--- src/sv/morse_character_encoder_macros.svh ---
// Assertion macros shared by the encoder RTL.
`ifndef MORSE_CHARACTER_ENCODER_MACROS_SVH
`define MORSE_CHARACTER_ENCODER_MACROS_SVH

// The consequent must hold in the same cycle as the antecedent.
`define MCE_ASSERT_SAME(label, ante, cons, msg) \
	label: assert property (@(posedge clk) disable iff (!arst_n) (ante) |-> (cons)) \
		else $error(msg);

// The consequent must hold in the cycle after the antecedent.
`define MCE_ASSERT_NEXT(label, ante, cons, msg) \
	label: assert property (@(posedge clk) disable iff (!arst_n) (ante) |=> (cons)) \
		else $error(msg);

`endif

--- src/sv/mce_pkg.sv ---
`timescale 1ns / 1ps
`default_nettype none

package mce_pkg;

	localparam int REG_COUNT = 5;

	typedef enum logic [2:0] {
		REG_DOT,
		REG_DASH,
		REG_ELEM,
		REG_LETTER,
		REG_WORD
	} cfg_reg_t;

	typedef enum logic [1:0] {
		ST_IDLE,
		ST_RD_A,
		ST_RD_B,
		ST_PUSH
	} state_t;

	typedef enum logic [2:0] {
		SEG_ON,
		SEG_GAP,
		SEG_LETTER,
		SEG_WORD,
		SEG_UNSUP
	} seg_t;

	function automatic logic [15:0] cfg_reset_value(input logic [2:0] idx);
		logic [15:0] v;
		unique case (idx)
			REG_DOT:    v = 16'd200;
			REG_DASH:   v = 16'd600;
			REG_ELEM:   v = 16'd200;
			REG_LETTER: v = 16'd600;
			REG_WORD:   v = 16'd1400;
			default:    v = 16'd0;
		endcase
		return v;
	endfunction

	// Code layout: element count in bits 7..5, elements in bits 4..0 with the
	// first element at bit count-1; a one is a dash.
	function automatic logic [7:0] letter_code(input logic [4:0] idx);
		logic [7:0] c;
		unique case (idx)
			5'd0:    c = {3'd2, 5'd1};
			5'd1:    c = {3'd4, 5'd8};
			5'd2:    c = {3'd4, 5'd10};
			5'd3:    c = {3'd3, 5'd4};
			5'd4:    c = {3'd1, 5'd0};
			5'd5:    c = {3'd4, 5'd2};
			5'd6:    c = {3'd3, 5'd6};
			5'd7:    c = {3'd4, 5'd0};
			5'd8:    c = {3'd2, 5'd0};
			5'd9:    c = {3'd4, 5'd7};
			5'd10:   c = {3'd3, 5'd5};
			5'd11:   c = {3'd4, 5'd4};
			5'd12:   c = {3'd2, 5'd3};
			5'd13:   c = {3'd2, 5'd2};
			5'd14:   c = {3'd3, 5'd7};
			5'd15:   c = {3'd4, 5'd6};
			5'd16:   c = {3'd4, 5'd13};
			5'd17:   c = {3'd3, 5'd2};
			5'd18:   c = {3'd3, 5'd0};
			5'd19:   c = {3'd1, 5'd1};
			5'd20:   c = {3'd3, 5'd1};
			5'd21:   c = {3'd4, 5'd1};
			5'd22:   c = {3'd3, 5'd3};
			5'd23:   c = {3'd4, 5'd9};
			5'd24:   c = {3'd4, 5'd11};
			5'd25:   c = {3'd4, 5'd12};
			default: c = 8'd0;
		endcase
		return c;
	endfunction

	function automatic logic [7:0] digit_code(input logic [3:0] idx);
		logic [7:0] c;
		unique case (idx)
			4'd0:    c = {3'd5, 5'd31};
			4'd1:    c = {3'd5, 5'd15};
			4'd2:    c = {3'd5, 5'd7};
			4'd3:    c = {3'd5, 5'd3};
			4'd4:    c = {3'd5, 5'd1};
			4'd5:    c = {3'd5, 5'd0};
			4'd6:    c = {3'd5, 5'd16};
			4'd7:    c = {3'd5, 5'd24};
			4'd8:    c = {3'd5, 5'd28};
			4'd9:    c = {3'd5, 5'd30};
			default: c = 8'd0;
		endcase
		return c;
	endfunction

endpackage

`default_nettype wire

--- src/sv/morse_character_encoder.sv ---
`timescale 1ns / 1ps
`default_nettype none
`include "morse_character_encoder_macros.svh"

// International Morse encoder for A-Z, a-z, 0-9 and space. Each accepted
// character byte yields its keying segments on the master stream, one
// transaction per segment, with tlast on the last segment of the character.
// The five timing registers sit in a small configuration memory with a single
// registered read port, and every segment but an unsupported one is built from
// it: an on or element gap segment takes a read, then output, a gap difference
// segment takes two reads, then output, and each character is first taken in
// the idle state. Configuration writes are taken at any time and must only be
// issued while the encoder is idle.
module morse_character_encoder (
	input  wire logic        clk,
	input  wire logic        arst_n,
	input  wire logic        s_tvalid,
	output logic             s_tready,
	input  wire logic [7:0]  s_tdata,   // [7:0] char_code
	output logic             m_tvalid,
	input  wire logic        m_tready,
	output logic [23:0]      m_tdata,   // [0] lamp_on, [16:1] span_ticks, [23:17] zero
	output logic             m_tuser,   // [0] unsupported
	output logic             m_tlast,   // final_segment
	input  wire logic        cfg_valid,
	output logic             cfg_ready,
	input  wire logic [2:0]  cfg_index,
	input  wire logic [15:0] cfg_data
);
	import mce_pkg::*;

	logic [15:0]          cfg_mem [0:REG_COUNT-1];
	logic [REG_COUNT-1:0] cfg_vld_q;

	state_t      state_q, state_d;
	seg_t        seg_q;
	logic [2:0]  cnt_q;
	logic [4:0]  bits_q;
	logic [15:0] a_q;

	logic        rd_en;
	logic [2:0]  rd_addr;
	logic [15:0] rd_data_q;
	logic        rd_hit_q;
	logic [2:0]  rd_addr_q;
	logic [15:0] rd_value;

	logic        s_accept;
	logic        out_free;
	logic        push;
	logic        seg_done;
	logic [15:0] span;

	logic [7:0]  ch_fold;
	logic [7:0]  ch_code;
	seg_t        ch_seg;
	logic [2:0]  ch_n;
	logic [4:0]  ch_bits;

	logic        m_tvalid_q;
	logic        lamp_q;
	logic [15:0] span_q;
	logic        unsup_q;
	logic        final_q;

	assign cfg_ready = 1'b1;
	assign s_accept  = s_tvalid && s_tready;
	assign out_free  = !m_tvalid_q || m_tready;

	always_ff @(posedge clk or negedge arst_n) begin
		if (!arst_n) begin
			cfg_vld_q <= '0;
		end else if (cfg_valid && cfg_index <= REG_WORD) begin
			cfg_vld_q[cfg_index] <= 1'b1;
		end
	end

	always_ff @(posedge clk) begin
		if (cfg_valid && cfg_index <= REG_WORD) begin
			cfg_mem[cfg_index] <= cfg_data;
		end
	end

	always_ff @(posedge clk) begin
		if (rd_en) begin
			rd_data_q <= cfg_mem[rd_addr];
			rd_hit_q  <= cfg_vld_q[rd_addr];
			rd_addr_q <= rd_addr;
		end
	end

	assign rd_value = rd_hit_q ? rd_data_q : cfg_reset_value(rd_addr_q);

	always_comb begin
		ch_fold = s_tdata;
		if (s_tdata >= 8'h61 && s_tdata <= 8'h7A) begin
			ch_fold = s_tdata - 8'h20;
		end
		ch_code = 8'd0;
		ch_seg  = SEG_UNSUP;
		priority if (ch_fold == 8'h20) begin
			ch_seg = SEG_WORD;
		end else if (ch_fold >= 8'h41 && ch_fold <= 8'h5A) begin
			ch_code = letter_code(5'(ch_fold - 8'h41));
			ch_seg  = SEG_ON;
		end else if (ch_fold >= 8'h30 && ch_fold <= 8'h39) begin
			ch_code = digit_code(4'(ch_fold - 8'h30));
			ch_seg  = SEG_ON;
		end else begin
			ch_seg = SEG_UNSUP;
		end
		ch_n    = ch_code[7:5];
		ch_bits = ch_code[4:0] << (3'd5 - ch_n);
	end

	always_comb begin
		seg_done = (seg_q == SEG_LETTER) || (seg_q == SEG_UNSUP);
		state_d  = state_q;
		unique case (state_q)
			ST_IDLE: begin
				if (s_accept) begin
					state_d = (ch_seg == SEG_UNSUP) ? ST_PUSH : ST_RD_A;
				end
			end
			ST_RD_A: begin
				state_d = (seg_q == SEG_LETTER || seg_q == SEG_WORD) ? ST_RD_B : ST_PUSH;
			end
			ST_RD_B: begin
				state_d = ST_PUSH;
			end
			ST_PUSH: begin
				if (out_free) begin
					state_d = seg_done ? ST_IDLE : ST_RD_A;
				end
			end
			default: begin
				state_d = ST_IDLE;
			end
		endcase
	end

	always_comb begin
		s_tready = (state_q == ST_IDLE);
		rd_en    = (state_q == ST_RD_A) || (state_q == ST_RD_B);
		push     = (state_q == ST_PUSH) && out_free;
		rd_addr  = REG_DOT;
		if (state_q == ST_RD_B) begin
			rd_addr = (seg_q == SEG_WORD) ? REG_LETTER : REG_ELEM;
		end else begin
			unique case (seg_q)
				SEG_ON:     rd_addr = bits_q[4] ? REG_DASH : REG_DOT;
				SEG_GAP:    rd_addr = REG_ELEM;
				SEG_LETTER: rd_addr = REG_LETTER;
				SEG_WORD:   rd_addr = REG_WORD;
				SEG_UNSUP:  rd_addr = REG_DOT;
				default:    rd_addr = REG_DOT;
			endcase
		end
	end

	always_ff @(posedge clk or negedge arst_n) begin
		if (!arst_n) begin
			state_q <= ST_IDLE;
			seg_q   <= SEG_UNSUP;
		end else begin
			state_q <= state_d;
			if (s_accept) begin
				seg_q <= ch_seg;
			end else if (push) begin
				unique case (seg_q)
					SEG_ON:     seg_q <= SEG_GAP;
					SEG_GAP:    seg_q <= (cnt_q == 3'd1) ? SEG_LETTER : SEG_ON;
					SEG_WORD:   seg_q <= SEG_LETTER;
					SEG_LETTER: seg_q <= SEG_LETTER;
					SEG_UNSUP:  seg_q <= SEG_UNSUP;
					default:    seg_q <= SEG_UNSUP;
				endcase
			end
		end
	end

	always_ff @(posedge clk) begin
		if (s_accept) begin
			cnt_q  <= ch_n;
			bits_q <= ch_bits;
		end else if (push && seg_q == SEG_GAP) begin
			cnt_q  <= cnt_q - 3'd1;
			bits_q <= {bits_q[3:0], 1'b0};
		end
		if (state_q == ST_RD_B) begin
			a_q <= rd_value;
		end
	end

	always_comb begin
		unique case (seg_q)
			SEG_LETTER, SEG_WORD: span = (a_q > rd_value) ? (a_q - rd_value) : 16'd0;
			SEG_UNSUP:            span = 16'd0;
			default:              span = rd_value;
		endcase
	end

	always_ff @(posedge clk or negedge arst_n) begin
		if (!arst_n) begin
			m_tvalid_q <= 1'b0;
		end else if (push) begin
			m_tvalid_q <= 1'b1;
		end else if (m_tready) begin
			m_tvalid_q <= 1'b0;
		end
	end

	always_ff @(posedge clk) begin
		if (push) begin
			lamp_q  <= (seg_q == SEG_ON);
			span_q  <= span;
			unsup_q <= (seg_q == SEG_UNSUP);
			final_q <= seg_done;
		end
	end

	assign m_tvalid = m_tvalid_q;
	assign m_tdata  = {7'd0, span_q, lamp_q};
	assign m_tuser  = unsup_q;
	assign m_tlast  = final_q;

	`MCE_ASSERT_NEXT(a_push_loads_output, push, m_tvalid, "segment push did not reach output")
	`MCE_ASSERT_NEXT(a_accept_leaves_idle, s_accept, !s_tready, "encoder idle after taking a character")
	`MCE_ASSERT_SAME(a_unsup_single, m_tvalid && m_tuser, m_tlast && m_tdata[16:1] == 16'd0,
		"unsupported segment is not a single empty final segment")
	`MCE_ASSERT_SAME(a_on_not_final, m_tvalid && m_tdata[0], !m_tlast && !m_tuser,
		"keyed-on segment marked final or unsupported")

endmodule

`default_nettype wire
--- config.mk ---
export PLATFORM = sky130hd
export DESIGN_NAME = morse_character_encoder
export DESIGN_NICKNAME = d
export VERILOG_FILES = /design/src/sv/mce_pkg.sv /design/src/sv/morse_character_encoder.sv
export VERILOG_INCLUDE_DIRS = /design/src /design/src/sv
export SDC_FILE = /design/constraint.sdc
export NUM_CORES = 1
export LEC_CHECK = 0
export BUFFER_PORTS_ARGS = -buffer_cell sky130_fd_sc_hd__buf_2
export CAP_MARGIN = 20
export CORE_MARGIN = 5
export CORE_UTILIZATION = 50
export CTS_CLUSTER_SIZE = 20
export DETAILED_ROUTE_END_ITERATION = 8
export PLACE_DENSITY = 0.69
export SETUP_SLACK_MARGIN = 0.2
export SLEW_MARGIN = 10
export SYNTH_ARGS = -nofsm -noshare
export SYNTH_HDL_FRONTEND = slang
export SYNTH_SLANG_ARGS = --single-unit
export TNS_END_PERCENT = 20
--- constraint.sdc ---
create_clock -name clk -period 4.7 [get_ports clk]
set_clock_uncertainty 0.15 [all_clocks]
set_input_delay 0.705 -clock clk [delete_from_list [all_inputs] [get_ports clk]]
set_output_delay 0.705 -clock clk [all_outputs]
set_load 0.02 [all_outputs]
### Word-level counts from Yosys, hierarchy flattened

Memory sizes are Yosys's and may differ from the RTL's. A register that Yosys moved wholly into a read port is not among the register bits.
Cells that the tools add are included.

| word-level totals | value |
|---|---|
| output and inout bits | 29 |
| latch bits | 0 |
| word-level logic and storage cells | 111 |
| memories kept | 3 |
| bits in writable memories | 80 |
| bits in registers | 58 |
| bits of input ports | 32 |
| ROM bits | 336 |

| cells by class | value |
|---|---|
| reductions and logical operators | 23 |
| muxes and demuxes | 37 |
| eq/ne operators | 16 |
| $mul | 0 |
| $lt $le $gt $ge | 11 |
| $add $sub $neg | 6 |
| shifts and indexed selects | 1 |
| bitwise logic cells | 1 |
| divide/modulo/power cells | 0 |

Memories:

| memory | depth | bits a word | read ports | clocked after memory_dff | wr ports | RTL line | source |
|---|---|---|---|---|---|---|---|
| (no name shown) | 32 | 7 | 1 | 0 | 0 | mce_pkg.sv:48 | `unique case (idx)` |
| (no name shown) | 16 | 7 | 1 | 0 | 0 | mce_pkg.sv:82 | `unique case (idx)` |
| cfg_mem | 5 | 16 | 1 | 1 | 1 | morse_character_encoder.sv:32 | `logic [15:0] cfg_mem [0:REG_COUNT-1];` |

Operators by type and width:

| cell | number |
|---|---|
| $pmux 11 s3 | 1 |
| $mux 16 | 2 |
| $mux 8 | 4 |
| $pmux 16 s2 | 1 |
| $mux 3 | 8 |
| $ge 8x7->1 const B | 2 |
| $gt 16x16->1 | 1 |
| $le 8x7->1 const B | 2 |
| $sub 16x16->16 | 1 |
| $eq 3x2->1 const B | 4 |
| $pmux 3 s4 | 1 |
| $mux 1 | 10 |
| $mux 5 | 2 |
| $eq 3x1->1 const B | 3 |
| $eq 3x3->1 const B | 3 |
| $pmux 3 s3 | 1 |
| $eq 8x6->1 const B | 1 |
| $ge 8x6->1 const B | 1 |
| $le 8x6->1 const B | 1 |
| $logic_and 1x1->1 | 8 |
| $lt 3x4->1 const B | 2 |
| $mux 2 | 4 |
| $pmux 2 s4 | 1 |
| $sub 8x6->8 const B | 1 |
| 21 further kinds | 30 |

### Logic depth before layout (Yosys ltp)

| logic depth | value |
|---|---|
| depth after elaboration | 12 |
| mapped depth | 15 |
| gate-level depth less buffers | 13 |

### Least setup slack after synthesis

Ideal clock, no wire load.

| timing path | value |
|---|---|
| path kind | input to register |
| from | in s_tdata[0] |
| to | reg bits_q[2] (data pin) |
| required time | 4.284 ns |
| path buffers | 3 |
| data arrival time | 3.318 ns |
| cell stages on the path | 14 |
| setup time | 0.266 ns |
| setup slack | 0.966 ns |
| cells stage by stage | clkbuf_1 > inv_1 > ha_1 > inv_1 > ha_1 > clkbuf_1 > clkbuf_1 > mux4_2 > mux2i_1 > o22ai_1 > mux2_2 > mux2i_1 > o22a_1 > o21ai_1 |

| on the way | value |
|---|---|
| longest elaborated chain between the ends | 11 |
| elaborated cells between the ends (all ways) | 22 |
| those cells by class | add/sub (4); order compare (6); eq/ne (1); shift (1); mux (5); reduce/logical (3); memory (2) |

Ends and longest elaborated chain:

| what | RTL line | source |
|---|---|---|
| start, declared | morse_character_encoder.sv:19 | `input wire logic [7:0] s_tdata,` |
| $ge 8x7->1 / $le 8x7->1 (equally long branches) | morse_character_encoder.sv:96 | `if (s_tdata >= 8'h61 && s_tdata <= 8'h7A) begin` |
| $logic_and 1x1->1 | morse_character_encoder.sv:96 |  |
| $mux 8 (*) | morse_character_encoder.sv:96 |  |
| $sub 4x1->4 (tied with other cells) | morse_character_encoder.sv:107 | `ch_code = digit_code(4'(ch_fold - 8'h30));` |
| $mem_v2 16x7 / $logic_and 1x1->1 (equally long branches) | -- |  |
| $mux 8 | morse_character_encoder.sv:106 | `end else if (ch_fold >= 8'h30 && ch_fold <= 8'h39) begin` |
| $mux 8 | morse_character_encoder.sv:103 | `end else if (ch_fold >= 8'h41 && ch_fold <= 8'h5A) begin` |
| $mux 8 (*) | morse_character_encoder.sv:101 | `priority if (ch_fold == 8'h20) begin` |
| $sub 3x3->3 | morse_character_encoder.sv:113 | `ch_bits = ch_code[4:0] << (3'd5 - ch_n);` |
| $shl 5x3->5 (*) | morse_character_encoder.sv:113 |  |
| $mux 5 (*) | morse_character_encoder.sv:183 | `if (s_accept) begin` |
| end signal, assigned | morse_character_encoder.sv:185 | `bits_q <= ch_bits;` |
| end signal, assigned | morse_character_encoder.sv:188 | `bits_q <= {bits_q[3:0], 1'b0};` |
| end, declared | morse_character_encoder.sv:38 | `logic [4:0] bits_q;` |

Mark *: on every way between the ends. The rest lies on a longest branch, timed or not.
A chain may end at the register's enable or synchronous reset.

### Worst setup path after layout

| timing path | value |
|---|---|
| from | reg rd_hit_q |
| to | reg span_q[7] (data pin) |

| on the way | value |
|---|---|
| longest elaborated chain between the ends | 4 |
| elaborated cells between the ends (all ways) | 5 |
| those cells by class | add/sub (1); order compare (1); mux (3) |

Ends and longest elaborated chain:

| what | RTL line | source |
|---|---|---|
| start, declared | morse_character_encoder.sv:44 | `logic rd_hit_q;` |
| start signal, assigned | morse_character_encoder.sv:87 | `rd_hit_q <= cfg_vld_q[rd_addr];` |
| $mux 16 (*) | morse_character_encoder.sv:92 | `assign rd_value = rd_hit_q ? rd_data_q : cfg_reset_value(rd_addr_q);` |
| $sub 16x16->16 / $gt 16x16->1 (equally long branches) | morse_character_encoder.sv:197 | `SEG_LETTER, SEG_WORD: span = (a_q > rd_value) ? (a_q - rd_value) : 16'd0;` |
| $mux 16 | morse_character_encoder.sv:197 |  |
| $pmux 16 s2 (*) | morse_character_encoder.sv:196 | `unique case (seg_q)` |
| net span[7] | morse_character_encoder.sv:52 | `logic [15:0] span;` |
| end signal, assigned | morse_character_encoder.sv:216 | `span_q <= span;` |
| end, declared | morse_character_encoder.sv:62 | `logic [15:0] span_q;` |

The timed path passes the listed nets; every way through them passes the cells marked *.

==> summary.md <==
| Metric | Value |
|---|---|
| Final core occ | `0.570` |
| Synth warn | `0` |
| Worst-path maximum fanout | `18` |
| Leakage | `3.30 nW` |
| Place WS | `614 ps` |
| Placeable Area | `~16000 µm²` |
| Largest delay contributor family on the critical path | `compound AO/OA/AOI/OAI gates` |
| # diodes | `0` |
| Max-cap violations | `0` |
| Finish-stage setup viols | `0` |
| Slowest CP cell | `edfxtp_1` |
| CTS Hold Buffers Added | `1` |
| Post-Syn Instances | `612` |
| Hold Vio Cnt, Final | `0` |
| Crit-path cells | `inv_1 > and3_1 > a21oi_1 > ha_1 > o21a_1 > o21ai_0 > a21oi_1 > o21ai_0 > o21ai_0 > nand2_1 > o32ai_1` |
| Commonest non-fill, non-tap cell in the layout | `edfxtp_1` |
| Crit end category | `flip-flop` |
| Critical path's largest stage delay | `660 ps` |
| Maximum vdd ir drop | `0.360 mV` |
| Vias in the first global route | `between 4000 and 5000` |
| Root buffer cell | `clkbuf_16` |
| Top cells by area, synth | `edfxtp_1 (54%), ha_1 (5.1%), mux4_2 (4.9%)` |
| Total congestion overflow | `0` |
| TritonRoute pass-1 iters | `5` |
| Asr flop ratio synth | `0.0714` |
| Register area | `4570 µm²` |
| Most frequent CP cell | `o21ai_0` |
| Tcrit/Tclk final | `0.793` |
| Total global routing track utilization | `0.173` |
| Count of cell types in the netlist | `between 70 and 80` |
| Flop and latch count out of synthesis | `between 150 and 200` |
| Layout cells sized above 1 | `0.217` |
| Setup TNS | `0 ps` |
| Placed Instances | `852` |
| Avg Cell Area, Syn | `12.9 µm²` |
| Critical Path RT | `between 4000 and 5000 ps` |
| Vias | `~5000` |
| Initial antenna violation count | `0` |
| Routed wire per std cell | `17.1 µm` |
| Top-area cell type share of the netlist area | `0.545` |
| Post-CTS sizing | `0` |
| Crit path DAT | `~3700 ps` |
| Sink Count | `154` |
| Port bufs | `52` |
| Fin nets | `722` |
| Placed instance area | `8310 µm²` |
| CTS Buffer Depth | `2` |
| Commonest non-fill, non-tap cells in the layout | `edfxtp_1 (143), buf_2 (52), nand2_1 (37)` |
| Area delta synth->final | `13.2%` |
| CTS tree | `built` |
| Initial Util | `0.504` |
| RSZ-0062 raised after global routing | `false` |
| Area taken by multi-input logic gates | `3030 µm²` |
| DPL Wire Length | `around 11000 µm` |
| Fmax | `roughly 270 MHz` |
| Min cycle time layout | `3730 ps` |
| Buf/Inv on CP | `1` |
| Run status | `finished clean` |
| Initial detailed-routing violation count | `498` |
| Top FF cell, synth | `edfxtp_1` |
| Fin area | `8930 µm²` |
| Non-filler cells, final | `884` |
| PwrDens | `661 nW/µm²` |
| Critical path class | `flip-flop to flip-flop` |
| Drt drc | `0` |
| Max Slew Vio Count | `0` |
| Largest net degree at the start of global routing | `23` |
| Worst-Skew Late Latency | `420 ps` |
| Post-synth EDFFs | `143` |
| Die height | `roughly 140 µm` |
| Die X | `136 µm` |
| Post-CTS setup buffer count | `0` |
| Crit path launch type | `flip-flop` |
| # H-tree levels | `4` |
| Ports | `61` |
| DRT Wirelength | `~15000 µm` |
| Cell Area, Synth | `7880 µm²` |
| Post-DR vias/cell | `5.61` |
| Worst Tran Pin Value | `~1100 ps` |
| Fin worst setup slack | `just under 1000 ps` |
| CTS buffer count | `17` |
| Slew HR | `0.288` |
| Clock transition at path regs | `60 ps` |
| Power, Total | `between 5 and 6 mW` |
| First-pass GRT wire length | `~25000 µm` |
| Standard-cell rows | `46` |
| Antenna viol nets, final | `0` |
| GP Congestion | `between 0.8 and 0.9` |
| Fillers | `1266` |
| Die area | `18400 µm²` |
| Hold Path Class | `flip-flop to flip-flop` |
| Post-synth top area cell | `edfxtp_1` |
| Hold_ws | `322 ps` |
| Sequential-to-total area share from yosys stat | `0.580` |
[kinds of logic after synthesis]
group	count (synthesis)	share of synthesized area
XOR/XNOR	18	0.0200
AO/OA/AOI/OAI	134	0.111
adder cells (fa/ha/maj)	33	0.0533
other	2	0.000953
buffers and inverters	76	0.0454
multiplexers	48	0.0913
AND/OR/NAND/NOR	147	0.0984
flip-flops	154	0.580
[worst reg2reg max path, stage by stage (launching register included)]
cell	delay [ps]
edfxtp_1	660
inv_1	170
and3_1	210
a21oi_1	270
ha_1	350
o21a_1	210
o21ai_0	280
a21oi_1	120
o21ai_0	330
o21ai_0	130
nand2_1	400
o32ai_1	170
[where the power goes]
group	internal (mW)	switching (mW)
logic	1.01	1.36
clock network	0.881	0.517
registers	1.99	0.144
total	3.88	2.02
[per-layer routing]
metal  share of wire  GRT usage
met4          0.0079     0.0459
met2            0.47      0.270
met5               0          0
met1            0.46      0.242
met3           0.053     0.0483
[layout make-up]
class	count	area share
sequential	154	0.512
multi-input combinational	388	0.339
clock buffer	18	0.0481
timing repair buffer	60	0.0359
tap	216	0.0303
clock inverter	12	0.0195
inverter	36	0.0151
[flip-flops by register name, summed over array words and instances (netlist names)]
signal	flops
a_q	16
bits_q	5
cfg_mem	80
cfg_vld_q	5
cnt_q	3
lamp_q	1
m_tlast	1
m_tuser	1
m_tvalid	1
rd_addr_q	3
rd_data_q	16
rd_hit_q	1
seg_q	3
span_q	16
state_q	2
[synth_stat cells (5+ instances only)]
cell / count
xnor2_1: 10
o22ai_1: 19
clkbuf_1: 18
a21oi_1: 31
or2_2: 5
inv_1: 33
nor2b_1: 12
mux2i_1: 10
nand3_1: 6
nand2_1: 37
nor2_1: 29
xor2_1: 8
nand4_1: 5
mux2_2: 21
dfrtp_1: 10
edfxtp_1: 143
nor3b_1: 5
mux4_2: 17
buf_4: 12
ha_1: 32
nand2b_1: 14
o21ai_0: 31
a21o_1: 5
nor3_1: 12
[path summary, 6_finish.rpt]
path                              start  slack [ps]      endpoint  cells past startpoint
min in group asynchronous        arst_n         540      seg_q[1]                      2
max reg2reg                    rd_hit_q         970     span_q[7]                     11
min                        cfg_vld_q[0]         320  cfg_vld_q[0]                      1
max                            rd_hit_q         970     span_q[7]                     11
min reg2reg                cfg_vld_q[0]         320  cfg_vld_q[0]                      1
max in group asynchronous        arst_n        3590      seg_q[2]                      2
Power figures use the tool's default switching activity.
